--- src/hw/rtl/mrx_pkg.sv ---
// mrx_pkg: types, widths and constants for the 4x4 row multiplier.
// Used by every module under hw/rtl; depends on nothing.
`timescale 1ns / 1ps

package mrx_pkg;

  // Number format and port geometry
  localparam int unsigned FRAC_BITS  = 16;
  localparam int unsigned DATA_WIDTH = 32;
  localparam int unsigned ELEM_W     = 32;
  localparam int unsigned N_LANES    = 4;
  localparam int unsigned ROW_W      = $clog2(N_LANES);

  // Full-precision widths: one product, a pair sum, the four-term sum
  localparam int unsigned PROD_W = 2 * DATA_WIDTH;
  localparam int unsigned PAIR_W = PROD_W + 1;
  localparam int unsigned SUM_W  = PROD_W + 2;

  localparam logic [DATA_WIDTH-1:0] SAT_MAX = {1'b0, {(DATA_WIDTH-1){1'b1}}};
  localparam logic [DATA_WIDTH-1:0] SAT_MIN = {1'b1, {(DATA_WIDTH-1){1'b0}}};

  typedef enum logic {
    OP_LOAD = 1'b0,
    OP_MUL  = 1'b1
  } op_e;

  typedef logic signed [DATA_WIDTH-1:0] elem_t;
  typedef elem_t                         elem_row_t [N_LANES];
  typedef logic [ELEM_W-1:0]             word_t;
  typedef word_t                         word_row_t [N_LANES];
  typedef logic [ROW_W-1:0]              row_idx_t;

  // Stage load enables shared by all lanes
  typedef struct packed {
    logic s1;
    logic s2;
    logic s3;
  } pipe_en_t;

endpackage : mrx_pkg

--- src/hw/rtl/mrx_merge.sv ---
// mrx_merge: output register - gathers the lane results, merges the clamp
// flags and holds the transaction while the consumer stalls. Uses mrx_pkg.
`timescale 1ns / 1ps

module mrx_merge (
  input  logic               clk_i,
  input  logic               rst_ni,
  input  logic               valid_i,
  input  mrx_pkg::row_idx_t  row_i,
  input  mrx_pkg::word_t     prod_i  [mrx_pkg::N_LANES],
  input  logic               clamp_i [mrx_pkg::N_LANES],
  output logic               ready_o,
  output logic               out_valid_o,
  input  logic               out_stall_i,
  output mrx_pkg::row_idx_t  out_row_o,
  output mrx_pkg::word_t     prod_o  [mrx_pkg::N_LANES],
  output logic               saturated_o
);
  import mrx_pkg::*;

  logic      valid_q, valid_d;
  row_idx_t  row_q;
  word_t     prod_q [N_LANES];
  logic      sat_q, sat_d;

  assign ready_o = !valid_q || !out_stall_i;
  assign valid_d = ready_o ? valid_i : valid_q;

  always_comb begin
    sat_d = 1'b0;
    for (int j = 0; j < N_LANES; j++) begin
      sat_d = sat_d | clamp_i[j];
    end
  end

  always_ff @(posedge clk_i or negedge rst_ni) begin
    if (!rst_ni) begin
      valid_q <= 1'b0;
    end else begin
      valid_q <= valid_d;
    end
  end

  always_ff @(posedge clk_i) begin
    if (ready_o) begin
      row_q  <= row_i;
      prod_q <= prod_i;
      sat_q  <= sat_d;
    end
  end

  assign out_valid_o = valid_q;
  assign out_row_o   = row_q;
  assign prod_o      = prod_q;
  assign saturated_o = sat_q;

endmodule : mrx_merge

--- config.mk ---
export PLATFORM = sky130hd
export DESIGN_NAME = mrx_merge
export DESIGN_NICKNAME = d
export VERILOG_FILES = /design/src/hw/rtl/mrx_pkg.sv /design/src/hw/rtl/mrx_merge.sv
export SDC_FILE = /design/constraint.sdc
export NUM_CORES = 1
export LEC_CHECK = 0
export ABC_AREA = 1
export BUFFER_PORTS_ARGS = -buffer_cell sky130_fd_sc_hd__buf_2
export CORE_AREA = 2 2 88 133
export DETAILED_ROUTE_END_ITERATION = 16
export DIE_AREA = 0 0 90 135
export PLACE_DENSITY_LB_ADDON = 0.3
export SLEW_MARGIN = 20
export SYNTH_ARGS = -nofsm -noshare
export SYNTH_HDL_FRONTEND = slang
export SYNTH_SLANG_ARGS = --single-unit
--- constraint.sdc ---
create_clock -name clk_i -period 3.56 [get_ports clk_i]
set_input_delay 0.356 -clock clk_i [delete_from_list [all_inputs] [get_ports clk_i]]
set_output_delay 0.356 -clock clk_i [all_outputs]
set_load 0.1 [all_outputs]
# Word-level counts from Yosys, hierarchy flattened

Index checks and enable logic that the tools add are counted.

Input bits: 138
Memory bits (writable): 0
ROM bits: 0
Output and inout bits: 133
Word-level logic and storage cells: 13
Memories kept: 0
Bits in latches: 0
Bits in registers: 132

Muxes and demuxes: 0
Add/sub/neg operators: 0
Bitwise logic cells: 3
Order comparisons: 0
Reductions and logical operators: 3
Eq/ne operators: 0
$mul: 0
Divide/modulo/power cells: 0
Shift operators: 0

Operators by type and width:

| operator         | count |
|---|---|
| $or 1x1->1       | 3 |
| $logic_not 1->1  | 2 |
| $logic_or 1x1->1 | 1 |

# Depth between registers and ports, before layout

Depth in word-level cells: 3
Gate-level depth with buffers: 2
Gate-level depth less buffers: 2

# Worst setup path after synthesis

OpenSTA, ideal clock, no wires.

Path type: register to register
From: register valid_q, in the netlist out_valid_o
To: register row_q[0], in the netlist out_row_o[0], enable pin
Library setup time: 1352 ps
Arrival: 3874 ps
Required time: 2208 ps
Setup slack: -1666 ps
Path buffers: 0
Clock period less this slack: 5226 ps
Cell stages (with the launch flop): 2
Cells stage by stage: dfrtp_1 > nand2_1

Longest elaborated chain between the ends: 2

RTL lines:

| element                | RTL line        | text |
|---|---|---|
| start, declared        | mrx_merge.sv:21 | `logic valid_q, valid_d;` |
| start signal, assigned | mrx_merge.sv:40 | `valid_q <= valid_d;` |
| $logic_not 1->1        | mrx_merge.sv:26 | `assign ready_o = !valid_q \|\| !out_stall_i;` |
| $logic_or 1x1->1       | mrx_merge.sv:26 |  |
| net ready_o            | mrx_merge.sv:12 | `output logic ready_o,` |
| end signal, assigned   | mrx_merge.sv:46 | `row_q <= row_i;` |
| end, declared          | mrx_merge.sv:22 | `row_idx_t row_q;` |

The timed path passes the listed nets, and every way through them passes these cells.
A chain may end at the register's enable or synchronous reset.

# Worst setup path in the final report

From: register valid_q, in the netlist out_valid_o
To: output ready_o

Longest elaborated chain between the ends: 2

RTL lines:

| element          | RTL line |
|---|---|
| $logic_not 1->1  | mrx_merge.sv:26 |
| $logic_or 1x1->1 | mrx_merge.sv:26 |
| end, declared    | mrx_merge.sv:12 |

Every way passes these cells.

==> metrics <==
Max Clk Rate=436 MHz; proportion of synthesized chip area in sequential cells=99.4%; total nets after synthesis=276; worst reg2reg path depth=2; kind of path behind the tightest hold check=primary input to flip-flop; final core area utilization=56.1%; RSZ-0062 raised after global routing=false; number of endpoints failing setup at the final stage=0; vias in the first global route=2,621; Worst path slowest cell=sky130_fd_sc_hd__buf_2; x dimension of the die=90 um; areal power density over the cells=743 mW/mm^2; top cell type by total area after synthesis=sky130_fd_sc_hd__edfxtp_1; critical path's largest stage delay=0.55 ns; predominant post-synthesis flop cell=sky130_fd_sc_hd__edfxtp_1; cell area after synthesis=0.00398 sq mm; count of cell types in the netlist=5; Static Leakage=2.68 nW; proportion of power drawn by the clock network=37.2%; fraction of power consumed by combinational cells=22.0%; H-tree depth reported by CTS=4; Final Hold Fails=0; ratio of routed vias to standard cells=4.20; clock latency reported for the late side of the worst-skew pair=0.40 ns; top cells by count, synth=sky130_fd_sc_hd__edfxtp_1, sky130_fd_sc_hd__nand2_1, sky130_fd_sc_hd__nor2_1; Max-Cap Viols=0; Net Switching=1.51 mW; via count=2,474; worst endpoint data arrival time=1.94 ns; required arrival time at the worst endpoint=3.20 ns; reg2reg end=prod_o[72]$_DFFE_PP_; wire length after detailed routing=9830 um; final HPWL from detailed placement=7490 um; Slew Limit Headroom=54.2%; number of primary I/O pins=271; DRT antenna net count=0; cell-internal power=3.05 mW; peak supply drop=353 uV; Hold EP=prod_o[96]$_DFFE_PP_; average footprint of a synthesized cell=28.9 sq um; TritonCTS Buffers=17; Root Buffer=sky130_fd_sc_hd__clkbuf_16; post-layout minimum cycle time=2.29 ns; Row Count=47; hold path startpoint=prod_i[96]; routed len/inst=16.7 um; hold-critical path depth=1; post-synthesis to final-layout area growth=54.2%; Worst-Margin Slew=0.687 ns; initial DRC count=111; number of instances in the synthesized netlist=138; async set-reset flop share out of synthesis=0.758%; number of flops mapped to enable cells by yosys=131; global placer's final weighted congestion=0.731; outcome=complete, no violations; synthesis-stage register bit count=132; Die Outline Area=0.0122 sq mm; type of the worst setup path=flip-flop to output pin; warnings from Yosys=0; clock transition at the register clock pins on the worst setup and hold paths after CTS=0.06 ns; IO Port Bufs=270; FF-to-FF Start=out_valid_o$_DFFE_PN0P_; first-pass GRT wire length=14,200 um; critical path endpoint category=output pin; initial antenna violation count=1; CTS sink count=132; overall track demand over capacity in global routing=16.0%; fraction of post-synthesis cell area in the top cell type by area=98.8%; pin count of the biggest net entering global routing=94; crit path max fanout=93; maximum count of clock buffers along a single path=2; count of pins over their slew limit=0; die outline height=135 um; critical path launch point type=flip-flop; part of the cycle the worst path needs=64.4%; worst setup path startpoint=out_valid_o$_DFFE_PN0P_; iteration count of the initial detailed-routing pass=5; switching portion of total power=33.1%; Fin Clk Skew=0.00569 ns; chain of cells forming the critical path=nand2_8 -> buf_2; setup TNS=0 ns; Worst R2R Setup Slack=1.62 ns; share of cells above drive strength 1=68.0%; area of the core=0.0109 sq mm; CTS tree=done; synth top area cells=sky130_fd_sc_hd__edfxtp_1, sky130_fd_sc_hd__dfrtp_1, sky130_fd_sc_hd__nand2_1; Filler Cells Inserted=931; Initial Util=36.4%; most numerous cell in the Yosys netlist=sky130_fd_sc_hd__edfxtp_1; relative contribution of sequential cells to total power=40.9%; DRC Markers=0; final net count=567; leftover overflow at the end of global routing=0
## kinds of logic (layout without fill, tap and decap cells)
logic type    Yosys count  in the layout  share of synthesized area, %
flops                 132            132                          99.4
buf+inv                 1            304                        0.0942
other cells             0              1                             0
simple gates            5              5                         0.471
## layer usage
metal | wire (um) | GRT usage, %
met3 | 831 | 7.25
met4 | 353 | 9.32
met1 | 3330 | 17.1
met5 | 0 | 0
met2 | 5310 | 26.1
## repair_timing
action                    4_1_cts  5_1_grt
resized for setup               0        0
setup buffers                   0        0
hold endpoints to repair        1        0
hold buffers                    1        0
## registers in the layout (all words and copies together) (netlist names)
register     flops
prod_o         128
out_row_o        2
out_valid_o      1
saturated_o      1
## placed cells by master, fill, tap and decap left out, drive strengths merged
master,n
edfxtp,131
inv,3
bufinv,3
dlygate4sd3,1
diode,1
nand2,3
clkinvlp,5
clkbuf,17
nor2,2
buf,271
dfrtp,1
clkinv,4
## worst max-delay path: cells and delay by family, from the launching register on
family	cells	cell delay (ns)
buf+inv	1	0.55
flops	1	0.44
simple gates	1	0.50
## cell type report
type / instances / area [sq um] / area share (%)
clock buffers: 17 / 425 / 6.93
inverters: 1 / 3.75 / 0.0611
repair buffers: 272 / 1370 / 22.3
flip-flops and latches: 132 / 3960 / 64.5
clock inverters: 14 / 161 / 2.63
well taps: 147 / 184 / 3.00
diodes: 1 / 2.50 / 0.0408
multi-input cells: 5 / 35.0 / 0.571
## how the worst max path moves through the flow
| stage | to | slack, ns | cells after the start |
|---|---|---|---|
| 6_report | ready_o | 1.27 | 2 |
| 5_1_grt | ready_o | 1.16 | 2 |
| 4_1_cts | ready_o | 1.22 | 2 |
| 3_5_place_dp | prod_o[101]$_DFFE_PP_ | 1.59 | 3 |
| 3_3_place_gp | prod_o[0]$_DFFE_PP_ | 1.64 | 3 |
| 2_1_floorplan | out_row_o[0]$_DFFE_PP_ | 0.03 | 1 |
## power groups by stage
stage               clock, mW  combinational, mW  sequential (mW)
CTS                      1.74               1.01             1.87
detailed placement          0               1.01             1.90
global placement            0               1.00             1.89
finish                   1.70               1.00             1.87
floorplan                   0             0.0345             2.69
global route             1.80               1.02             1.88
## through the flow
step	setup slack, ns	hold slack [ns]	std cells	instance area (sq um)	power (mW)
global route	1.16	0.103	588	6140	4.70
floorplan	0.0343	0.0604	138	3980	2.72
detailed placement	1.59	0.137	556	5540	2.91
finish	1.27	0.125	589	6140	4.56
CTS	1.22	0.104	588	6140	4.62
global placement	1.64	0.132	556	5540	2.90
(Power assumes the default switching activity.)
