**src/hw/rtl/mrx_pkg.sv**
```systemverilog
// mrx_pkg: types, widths and constants for the 4x4 row multiplier.
// Used by every module under hw/rtl; depends on nothing.
`timescale 1ns / 1ps

package mrx_pkg;

  // Number format and port geometry
  localparam int unsigned FRAC_BITS  = 16;
  localparam int unsigned DATA_WIDTH = 32;
  localparam int unsigned ELEM_W     = 32;
  localparam int unsigned N_LANES    = 4;
  localparam int unsigned ROW_W      = $clog2(N_LANES);

  // Full-precision widths: one product, a pair sum, the four-term sum
  localparam int unsigned PROD_W = 2 * DATA_WIDTH;
  localparam int unsigned PAIR_W = PROD_W + 1;
  localparam int unsigned SUM_W  = PROD_W + 2;

  localparam logic [DATA_WIDTH-1:0] SAT_MAX = {1'b0, {(DATA_WIDTH-1){1'b1}}};
  localparam logic [DATA_WIDTH-1:0] SAT_MIN = {1'b1, {(DATA_WIDTH-1){1'b0}}};

  typedef enum logic {
    OP_LOAD = 1'b0,
    OP_MUL  = 1'b1
  } op_e;

  typedef logic signed [DATA_WIDTH-1:0] elem_t;
  typedef elem_t                         elem_row_t [N_LANES];
  typedef logic [ELEM_W-1:0]             word_t;
  typedef word_t                         word_row_t [N_LANES];
  typedef logic [ROW_W-1:0]              row_idx_t;

  // Stage load enables shared by all lanes
  typedef struct packed {
    logic s1;
    logic s2;
    logic s3;
  } pipe_en_t;

endpackage : mrx_pkg

```
**src/hw/rtl/mrx_row_store.sv**
```systemverilog
// mrx_row_store: register file holding the right-hand 4x4 matrix.
// Written a row per load transaction, read a column per lane. Uses mrx_pkg.
`timescale 1ns / 1ps

module mrx_row_store (
  input  logic              clk_i,
  input  logic              wr_en_i,
  input  mrx_pkg::row_idx_t wr_row_i,
  input  mrx_pkg::elem_t    wr_data_i [mrx_pkg::N_LANES],
  output mrx_pkg::elem_t    col_o     [mrx_pkg::N_LANES][mrx_pkg::N_LANES]
);
  import mrx_pkg::*;

  elem_t mat_q [N_LANES][N_LANES];

  // No reset: contents are meaningless until loaded
  always_ff @(posedge clk_i) begin
    if (wr_en_i) begin
      for (int c = 0; c < N_LANES; c++) begin
        mat_q[wr_row_i][c] <= wr_data_i[c];
      end
    end
  end

  // col_o[j][k] = R[k][j]
  always_comb begin
    for (int j = 0; j < N_LANES; j++) begin
      for (int k = 0; k < N_LANES; k++) begin
        col_o[j][k] = mat_q[k][j];
      end
    end
  end

endmodule : mrx_row_store

```
**config.mk**
```make
export PLATFORM = sky130hd
export DESIGN_NAME = mrx_row_store
export DESIGN_NICKNAME = d
export VERILOG_FILES = /design/src/hw/rtl/mrx_pkg.sv /design/src/hw/rtl/mrx_row_store.sv
export SDC_FILE = /design/constraint.sdc
export NUM_CORES = 1
export LEC_CHECK = 0
export ABC_CLOCK_PERIOD_IN_PS = 14480
export BUFFER_PORTS_ARGS = -buffer_cell sky130_fd_sc_hd__clkbuf_2
export CAP_MARGIN = 10
export CORE_AREA = 2 2 253 255
export CTS_BUF_LIST = sky130_fd_sc_hd__clkbuf_8
export DETAILED_ROUTE_END_ITERATION = 10
export DIE_AREA = 0 0 255 257
export SYNTH_ARGS = -nofsm -noshare
export SYNTH_HDL_FRONTEND = slang
export SYNTH_SLANG_ARGS = --single-unit
```
**constraint.sdc**
```tcl
create_clock -name clk_i -period 14.48 [get_ports clk_i]
set_clock_uncertainty 0.2 [all_clocks]
set_input_delay 2.172 -clock clk_i [delete_from_list [all_inputs] [get_ports clk_i]]
set_output_delay 2.172 -clock clk_i [all_outputs]
set_load 0.1 [all_outputs]
```
## Yosys cells after proc, flatten, opt, wreduce, memory -nomap -nowiden

Memories as Yosys holds them, arrays and structs flattened.
Cells that the tools add are included.

- Register bits: 0
- RAM bits: 512
- Memories kept: 1

Memory list:

| memory | words | width | rd ports | clocked after memory_dff | write ports | RTL line | source |
|---|---|---|---|---|---|---|---|
| mat_q | 4 | 128 | 4 | 0 | 1 | mrx_row_store.sv:14 | `elem_t mat_q [N_LANES][N_LANES];` |

- Mux-type cells: 2

Operators with widths:

| kind | number |
|---|---|
| $mux 1 | 2 |

## Depth between registers and ports, before layout

Gate-level depths: netlist of run 1.

- Depth in word-level cells: 2
- Gate-level depth with buffers: 1

## Worst setup path after synthesis of run 1

No wires, ideal clock.

- Path kind: input to register
- From: input wr_row_i[0]
- To: memory mat_q[0][0] (netlist bit), enable pin
- Arrival: 7.068 ns
- Data required time: 13.688 ns
- Path slack: 6.620 ns
- Stages on the path: 1
- Buffers on the path: 0
- Cells stage by stage: nor3b_2

RTL lines:

| item | RTL line | source |
|---|---|---|
| start: declaration | mrx_row_store.sv:8 | `input mrx_pkg::row_idx_t wr_row_i,` |
| end: declaration | mrx_row_store.sv:14 |  |

Straight into the memory's write port.

==> impl_metrics.ini, run 1 <==
[outcome]
status = finished, final reports clean

[placed_design]
place.gp.congestion = 0.789
place_hpwl_um = 26900
placed_area_sq_mm = 0.0198
dp_cells = 2014
io_buffer_count = 643

[finish]
utilization_pct = 33.9
fillers = 5994
drive_above_1_share_pct = 57.4
largest_reg_flops = 512
top_regs = mat_q x512
fin_cells = 2167
syn2layout_area_growth_pct = 37.8
top_register = mat_q
finalInstanceArea_sq_mm = 0.0212
nets = 1384

[cts]
cts_inserted_buffers = 82
clockBufferDepth = 3
clock_sinks = 512
cts_root_buf = clkbuf_8
holdBufCountCts = 0
h-tree-depth = 3
path_clk_slew_ns = 0.07
cts_setup_buffers = 0
cts_tree = built
cts_resized = 0

[synth]
synth.avg_cell_area_sq_um = 29.9
synth.top_cell.area_share_pct = 99.8
synth_top_flop_cell = edfxtp_1
ys.warnings.count = 0
synth_edf_count = 512
synth_nets = 648
yosys.area.top_type = edfxtp_1
syn-cell-area_sq_mm = 0.0154
ys_seq_area_share_pct = 99.8
ys_top_cells_by_area = edfxtp_1 100%, and3b_1 0.11%, nor3b_2 0.081%
synthArstFlopShare_pct = 0
netlist_instances = 516
ys_types = 4
ys_ff_latch = 512
synth_most_common_cell = edfxtp_1
synth_common_cells = 512 x edfxtp_1, 2 x and3b_1, 1 x and3_2, 1 x nor3b_2

[job]
cap_violations = 0

[critical_path]
critPathKind = flip-flop to output port
cp.arrival_ns = 1.50
cp-end-kind = output port
critPathLaunchType = flip-flop
slowest_stage = clkbuf_2
cp_top_family = buffers and inverters
required_ns = 12.11
path_buf_inv = 1
cp.depth = 1
cpPeakStageDelay_ns = 0.48
critical_path.max_fanout = 1
cp_cell_sequence = clkbuf_2

[die]
ios = 644
dieWidth_um = 255
start_util_pct = 24.6
core_sq_mm = 0.0627
fp.dieArea_sq_mm = 0.0655
rows = 92
die_y_um = 257

[sta]
slew_headroom_pct = 35.0
rsz0062_at_grt = false
layout_min_cycle_time_ns = 3.88
tns_ns = 0
finalSetupViolations = 0
max_slew.worst_pin.slew_ns = 0.975
layout_worst_path_cycle_share_pct = 26.8
slew_violations = 0
final-hold-violation-count = 0
fmax_mhz = 258

[route]
via_per_inst = 3.80
dr_total_vias = 8228
dr.pass1.iters = 4
routed_wl_um = 38800
drc = 0
first_iter_violations = 457
wire_per_inst_um = 17.9
ant_nets = 0

[global_route]
grt_remaining_overflow = 0
track_usage_pct = 11.2
grt_max_degree = 63
grt_use_met2_pct = 19.2
grt_util_met3_pct = 5.04
antenna_found_initial = 4
grt_pass1_vias = 8658
grt_pass1_wl_um = 54200
top_usage_layer = met2
grtUsageMet1_pct = 11.5

[hold_path]
hp-class = primary input to flip-flop
min_to = mat_q[1][98]
holdPathStages = 1
hp-start = wr_data_i[98]

[pwr]
vdd_drop_max_mv = 0.0852
p_leak_nw = 8.29
power.density_mw_per_mm2 = 162
==> worst max-delay path by stage <==
stage	from	to	slack, ns
finish	mat_q[1][47]	col_o[207]	10.60
global route	mat_q[1][47]	col_o[207]	10.51
CTS	mat_q[1][47]	col_o[207]	10.49
detailed placement	wr_row_i[0]	mat_q[0][114]	10.01
global placement	wr_row_i[0]	mat_q[0][114]	10.08
floorplan	wr_row_i[0]	mat_q[0][0]	6.62
==> report_power, final <==
group          internal, mW  leakage [nW]  switching, mW
sequential             1.71          4.70         0.0192
clock                 0.541         0.850          0.554
combinational        0.0545          2.74          0.563
==> area by class of cell <==
| cell class | instances | area, sq um | share of cell area (%) |
|---|---|---|---|
| clock inverters | 68 | 317 | 1.49 |
| well taps | 846 | 1060 | 4.98 |
| multi-input cells | 4 | 55.1 | 0.259 |
| repair buffers | 652 | 3290 | 15.5 |
| flip-flops and latches | 512 | 15400 | 72.4 |
| diodes | 2 | 5.00 | 0.0236 |
| clock buffers | 83 | 1140 | 5.38 |
==> metal layers <==
metal | wire length (um) | vias up
met2 | 19900 | 480
met3 | 4040 | 91
li1 | - | 3624
met1 | 13600 | 4029
met5 | 23 | -
met4 | 1160 | 4
==> stage by stage <==
step | setup WS, ns | power [mW] | hold slack (ns)
2_1_floorplan | 6.62 | 2.27 | 2.07
3_3_place_gp | 10.08 | 2.38 | 2.19
3_5_place_dp | 10.01 | 2.38 | 2.19
4_1_cts | 10.49 | 3.49 | 1.44
5_1_grt | 10.51 | 3.57 | 1.46
6_report | 10.60 | 3.44 | 1.54
==> cells in the final DEF, fill, tap and decap left out <==
| cell | instances |
|---|---|
| inv_1 | 27 |
| and3b_4 | 2 |
| and3_4 | 1 |
| inv_6 | 1 |
| inv_8 | 3 |
| buf_4 | 9 |
| diode_2 | 2 |
| clkinv_8 | 1 |
| clkinv_1 | 23 |
| nor3b_4 | 1 |
| edfxtp_1 | 512 |
| clkinv_2 | 11 |
| clkbuf_2 | 643 |
| clkbuf_8 | 83 |
| clkinvlp_4 | 2 |
==> kinds of logic after synthesis <==
group | count (synthesis) | share of synthesized area (%)
AND/OR/NAND/NOR | 4 | 0.244
flip-flops | 512 | 99.8
Power figures use the tool's default switching activity.
==> run 2, diff against run 1 <==
--- a/config.mk
+++ b/config.mk
@@ -5,7 +5,8 @@
 export SDC_FILE = /design/constraint.sdc
 export NUM_CORES = 1
 export LEC_CHECK = 0
-export ABC_CLOCK_PERIOD_IN_PS = 14480
+export ABC_AREA = 1
+export ABC_CLOCK_PERIOD_IN_PS = 3200
 export BUFFER_PORTS_ARGS = -buffer_cell sky130_fd_sc_hd__clkbuf_2
 export CAP_MARGIN = 10
 export CORE_AREA = 2 2 253 255
==> constraint.sdc (replaced) <==
create_clock -name clk_i -period 3.2 [get_ports clk_i]
set_clock_uncertainty 0.2 [all_clocks]
set_input_delay 0.48 -clock clk_i [delete_from_list [all_inputs] [get_ports clk_i]]
set_output_delay 0.48 -clock clk_i [all_outputs]
set_load 0.1 [all_outputs]
==> run 2 against run 1 <==
  * Via count increased by 6.8%
  * Final cell count grew 6.1%
  * Cell area is 6.7% higher
  * Critical path depth unchanged
  * Count of clock-buffer cells in the layout unchanged
  * Power rose to 4.6 times the previous value
  * Worst setup slack lost 9.6 ns
  * Synthesized cell count grew 0.78%
  * Largest power group unchanged
  * Combinational power rose to 4.8 times the previous value
  * Sequential cell count is the same
==> impl_metrics.ini, run 2 <==
[outcome]
status = finished, final reports clean

[sta]
layout_min_cycle_time_ns = 2.15
layout_worst_path_cycle_share_pct = 67.3
rsz0062_at_grt = false
finalSetupViolations = 0
final-hold-violation-count = 0
fmax_mhz = 464
max_slew.worst_pin.slew_ns = 0.587
slew_headroom_pct = 61.1
slew_violations = 0

[synth]
yosys.area.top_type = edfxtp_1
synthArstFlopShare_pct = 0
syn-cell-area_sq_mm = 0.0154
ys_types = 4
synth.top_cell.area_share_pct = 99.8
synth.avg_cell_area_sq_um = 29.6
synth_most_common_cell = edfxtp_1
synth_top_flop_cell = edfxtp_1
ys_ff_latch = 512
synth_edf_count = 512
ys_top_cells_by_area = edfxtp_1 100%, nor2_1 0.097%, inv_1 0.049%
ys_seq_area_share_pct = 99.8
netlist_instances = 520
synth_nets = 652
synth_common_cells = 512 x edfxtp_1, 4 x nor2_1, 2 x inv_1, 2 x nand2_1
ys.warnings.count = 0

[pwr]
finalPower_mw = 15.9
vdd_drop_max_mv = 0.396
p_leak_nw = 8.87
power.density_mw_per_mm2 = 702

[critical_path]
critical_path.max_fanout = 1
cp_cell_sequence = clkbuf_2
critPathLaunchType = flip-flop
cp_top_family = buffers and inverters
path_buf_inv = 1
required_ns = 2.52
cpPeakStageDelay_ns = 0.47
slowest_stage = clkbuf_2
cp-end-kind = output port
cp.arrival_ns = 1.47
critPathKind = flip-flop to output port

[cts]
clockBufferDepth = 3
h-tree-depth = 3
clock_sinks = 512
cts_tree = built
cts_inserted_buffers = 83
cts_root_buf = clkbuf_8
path_clk_slew_ns = 0.06

[route]
first_iter_violations = 428
wl_met1_um = 14400
maxUsedRoutingLayer = met5
dr_total_vias = 8789
via_per_inst = 3.82
met3_length_um = 3840
wire_per_inst_um = 17.4
drc = 0
ant_nets = 0
dr.pass1.iters = 6
routed_wl_um = 39900
routed-wl-met2_um = 20500

[finish]
top_register = mat_q
syn2layout_area_growth_pct = 47.1
largest_reg_flops = 512
drive_above_1_share_pct = 52.2
nets = 1516
final_cell_mix = 643 x clkbuf_2, 512 x edfxtp_1, 128 x dlygate4sd3_1
final_common_cell = clkbuf_2
fin_cells = 2299
top_regs = mat_q x512
utilization_pct = 36.1

[global_route]
grt_pass1_wl_um = 56400
grt_max_degree = 69
grt_remaining_overflow = 0
antenna_found_initial = 5
track_usage_pct = 11.5
grt_pass1_vias = 9319

[die]
dieWidth_um = 255
ios = 644
fp.dieArea_sq_mm = 0.0655
start_util_pct = 24.6
rows = 92
die_y_um = 257
core_sq_mm = 0.0627

[job]
cap_violations = 0

[placed_design]
dp_cells = 2017
place.gp.congestion = 0.751
io_buffer_count = 643
place_hpwl_um = 26100

[hold_path]
hp-class = primary input to flip-flop
==> run 2: cell count changes in the layout (fill, tap and decap cells not counted), moves of 2 or more <==
cell | before | now
clkinv_2 | 11 | 9
and3b_4 | 2 | 0
inv_1 | 27 | 29
nand2_1 | 0 | 2
buf_4 | 9 | 0
clkinv_1 | 23 | 21
bufinv_16 | 0 | 2
nor2_4 | 0 | 4
dlygate4sd3_1 | 0 | 128
buf_12 | 0 | 8
diode_2 | 2 | 4
==> run 2: cell families after synthesis <==
logic type	after synthesis	share of synthesized area, %
DFF	512	99.8
and+or+nand+nor	6	0.146
buffers and inverters	2	0.0488
==> run 2: routing by layer <==
| metal | vias to the layer above | track usage (%) |
|---|---|---|
| met5 | - | 0 |
| met4 | 4 | 5.08 |
| met3 | 88 | 5.08 |
| met2 | 507 | 20.1 |
| met1 | 4303 | 11.7 |
| li1 | 3887 | - |
==> run 2: path summary, 6_finish.rpt <==
path / depth (start not counted) / start / endpoint
max: 1 / mat_q[2][85] / col_o[309]
min: 3 / wr_row_i[1] / mat_q[0][96]
==> run 2: power by group <==
| part | switching [mW] | total, mW | internal [mW] |
|---|---|---|---|
| clock network | 2.53 | 5.13 | 2.61 |
| registers | 0.0888 | 7.83 | 7.74 |
| logic | 2.58 | 2.94 | 0.357 |
| total | 5.20 | 15.9 | 10.7 |
==> run 2: what timing repair did <==
| item | in CTS | in global routing |
|---|---|---|
| buffers inserted | 0 | 0 |
| resized for setup | 0 | 0 |
| hold buffers | 128 | 0 |
| hold endpoints to repair | 512 | 0 |
==> run 2: stage by stage <==
stage	area (sq um)	hold WS [ns]	worst slack, ns	TNS, ns
finish	22700	0.265	1.05	0
global route	22700	0.229	0.935	0
CTS	22700	0.190	0.908	0
detailed placement	19900	0.502	1.24	0
global placement	19900	0.495	1.24	0
floorplan	15400	0.379	-1.36	-522.53
==> run 2: final cells by class <==
class,count,area [sq um]
Antenna cell,4,10.0
Clock buffer,83,1140
Clock inverter,67,362
Fill cell,5834,40100
Inverter,2,7.51
Multi-Input combinational cell,6,52.6
Sequential cell,512,15400
Tap cell,846,1060
Timing Repair Buffer,779,4660
==> run 3, diff against run 2 <==
--- a/config.mk
+++ b/config.mk
@@ -6,7 +6,7 @@
 export NUM_CORES = 1
 export LEC_CHECK = 0
 export ABC_AREA = 1
-export ABC_CLOCK_PERIOD_IN_PS = 3200
+export ABC_CLOCK_PERIOD_IN_PS = 2000
 export BUFFER_PORTS_ARGS = -buffer_cell sky130_fd_sc_hd__clkbuf_2
 export CAP_MARGIN = 10
 export CORE_AREA = 2 2 253 255
==> constraint.sdc (replaced) <==
create_clock -name clk_i -period 2 [get_ports clk_i]
set_clock_uncertainty 0.2 [all_clocks]
set_input_delay 0.3 -clock clk_i [delete_from_list [all_inputs] [get_ports clk_i]]
set_output_delay 0.3 -clock clk_i [all_outputs]
set_load 0.1 [all_outputs]
==> run 3 against run 2 <==
  * Via count increased by 4.2%
  * Cell area increased by 8.9%
  * Largest power group unchanged
  * Combinational power increased by 72%
  * Hold slack got worse by 0.14 ns
  * Highest routed layer unchanged
  * Count of clock-buffer cells in the layout unchanged
==> impl_metrics.ini, run 3 (synthesized netlist as in run 2, its figures left out) <==
[placed_design]
placed_area_sq_mm = 0.0205
place_hpwl_um = 30100
place.gp.congestion = 0.825
io_buffer_count = 643

[hold_path]
hp-class = primary input to flip-flop
holdPathStages = 4

[sta]
tns_ns = 0
fmax_mhz = 528
slew_violations = 0
final-hold-violation-count = 0
finalSetupViolations = 0
layout_min_cycle_time_ns = 1.89
max_slew.worst_pin.slew_ns = 0.536
slew_headroom_pct = 64.4
rsz0062_at_grt = false
layout_worst_path_cycle_share_pct = 94.7

[critical_path]
cp_top_family = buffers and inverters
cp_cell_sequence = clkbuf_2
cp-end-kind = output port
cp.depth = 1
critical_path.max_fanout = 1
cpPeakStageDelay_ns = 0.45
slowest_stage = clkbuf_2
path_buf_inv = 1
critPathLaunchType = flip-flop
cp.arrival_ns = 1.39
required_ns = 1.50
critPathKind = flip-flop to output port

[global_route]
grt_pass1_vias = 9862
antenna_found_initial = 3
grt_remaining_overflow = 0
grt_pass1_wl_um = 62300
track_usage_pct = 12.8
grt_max_degree = 27

[pwr]
finalPower_mw = 26.3
vdd_drop_max_mv = 0.574
p_leak_nw = 9.47
power.density_mw_per_mm2 = 1060

[die]
rows = 92
fp.dieArea_sq_mm = 0.0655
die_y_um = 257
core_sq_mm = 0.0627
dieWidth_um = 255
ios = 644
start_util_pct = 24.6

[route]
wire_per_inst_um = 18.6
dr.pass1.iters = 4
drc = 0
dr_total_vias = 9160
via_per_inst = 3.89
first_iter_violations = 589
ant_nets = 0
routed_wl_um = 43700

[finish]
utilization_pct = 39.3
diodes = 0
nets = 1574
final_cell_mix = 512 x edfxtp_1, 507 x clkbuf_4, 132 x clkbuf_2
drive_above_1_share_pct = 54.2
top_register = mat_q
fillers = 5551
syn2layout_area_growth_pct = 60.2
finalInstanceArea_sq_mm = 0.0247
largest_reg_flops = 512
top_regs = mat_q x512
final_common_cell = edfxtp_1

[cts]
cts_root_buf = clkbuf_8
cts_tree = built
path_clk_slew_ns = 0.06
cts_inserted_buffers = 83
clockBufferDepth = 3
h-tree-depth = 3
clock_sinks = 512
cts_setup_buffers = 0

[job]
cap_violations = 0

[outcome]
status = finished, final reports clean
run 3: path summary, 6_finish.rpt:
kind	startpoint	end	slack, ns
max	mat_q[2][81]	col_o[305]	0.11
min	wr_en_i	mat_q[0][107]	0.13
run 3: power breakdown:
part           leakage, nW  internal (mW)  switching (mW)
sequential            4.70           12.4           0.162
clock                0.881           4.56            4.09
combinational         3.88          0.896            4.18
run 3: repair_timing:
| action | 4_1_cts | 5_1_grt |
|---|---|---|
| gates resized for setup | 509 | 3 |
| hold endpoints to repair | 536 | 0 |
| hold buffers | 129 | 0 |
| setup endpoints to repair | 508 | 3 |
run 3: final cells by class:
| class | instances | area (sq um) | area share, % |
|---|---|---|---|
| inverters | 2 | 23.8 | 0.0963 |
| flip-flops and latches | 512 | 15400 | 62.3 |
| clock buffers | 83 | 1140 | 4.63 |
| well taps | 846 | 1060 | 4.29 |
| multi-input cells | 6 | 85.1 | 0.345 |
| repair buffers | 837 | 6550 | 26.5 |
| clock inverters | 66 | 439 | 1.78 |
run 3: metal layers:
layer / share of wire [%] / track usage (%) / vias up / wire [um]
li1: - / - / 4005 / -
met1: 35 / 13.2 / 4566 / 15400
met2: 53 / 23.0 / 492 / 23300
met3: 8.8 / 4.94 / 91 / 3850
met4: 2.7 / 5.21 / 6 / 1170
met5: 0.089 / 0 / - / 39
run 3: through the flow:
stage               cells  worst slack, ns  hold WS, ns
finish               2352            0.106        0.127
global route         2352          0.00257       0.0667
CTS                  2352         0.000146       0.0208
detailed placement   2074            0.174        0.324
global placement     2074            0.179        0.320
floorplan             520           -0.905        0.199
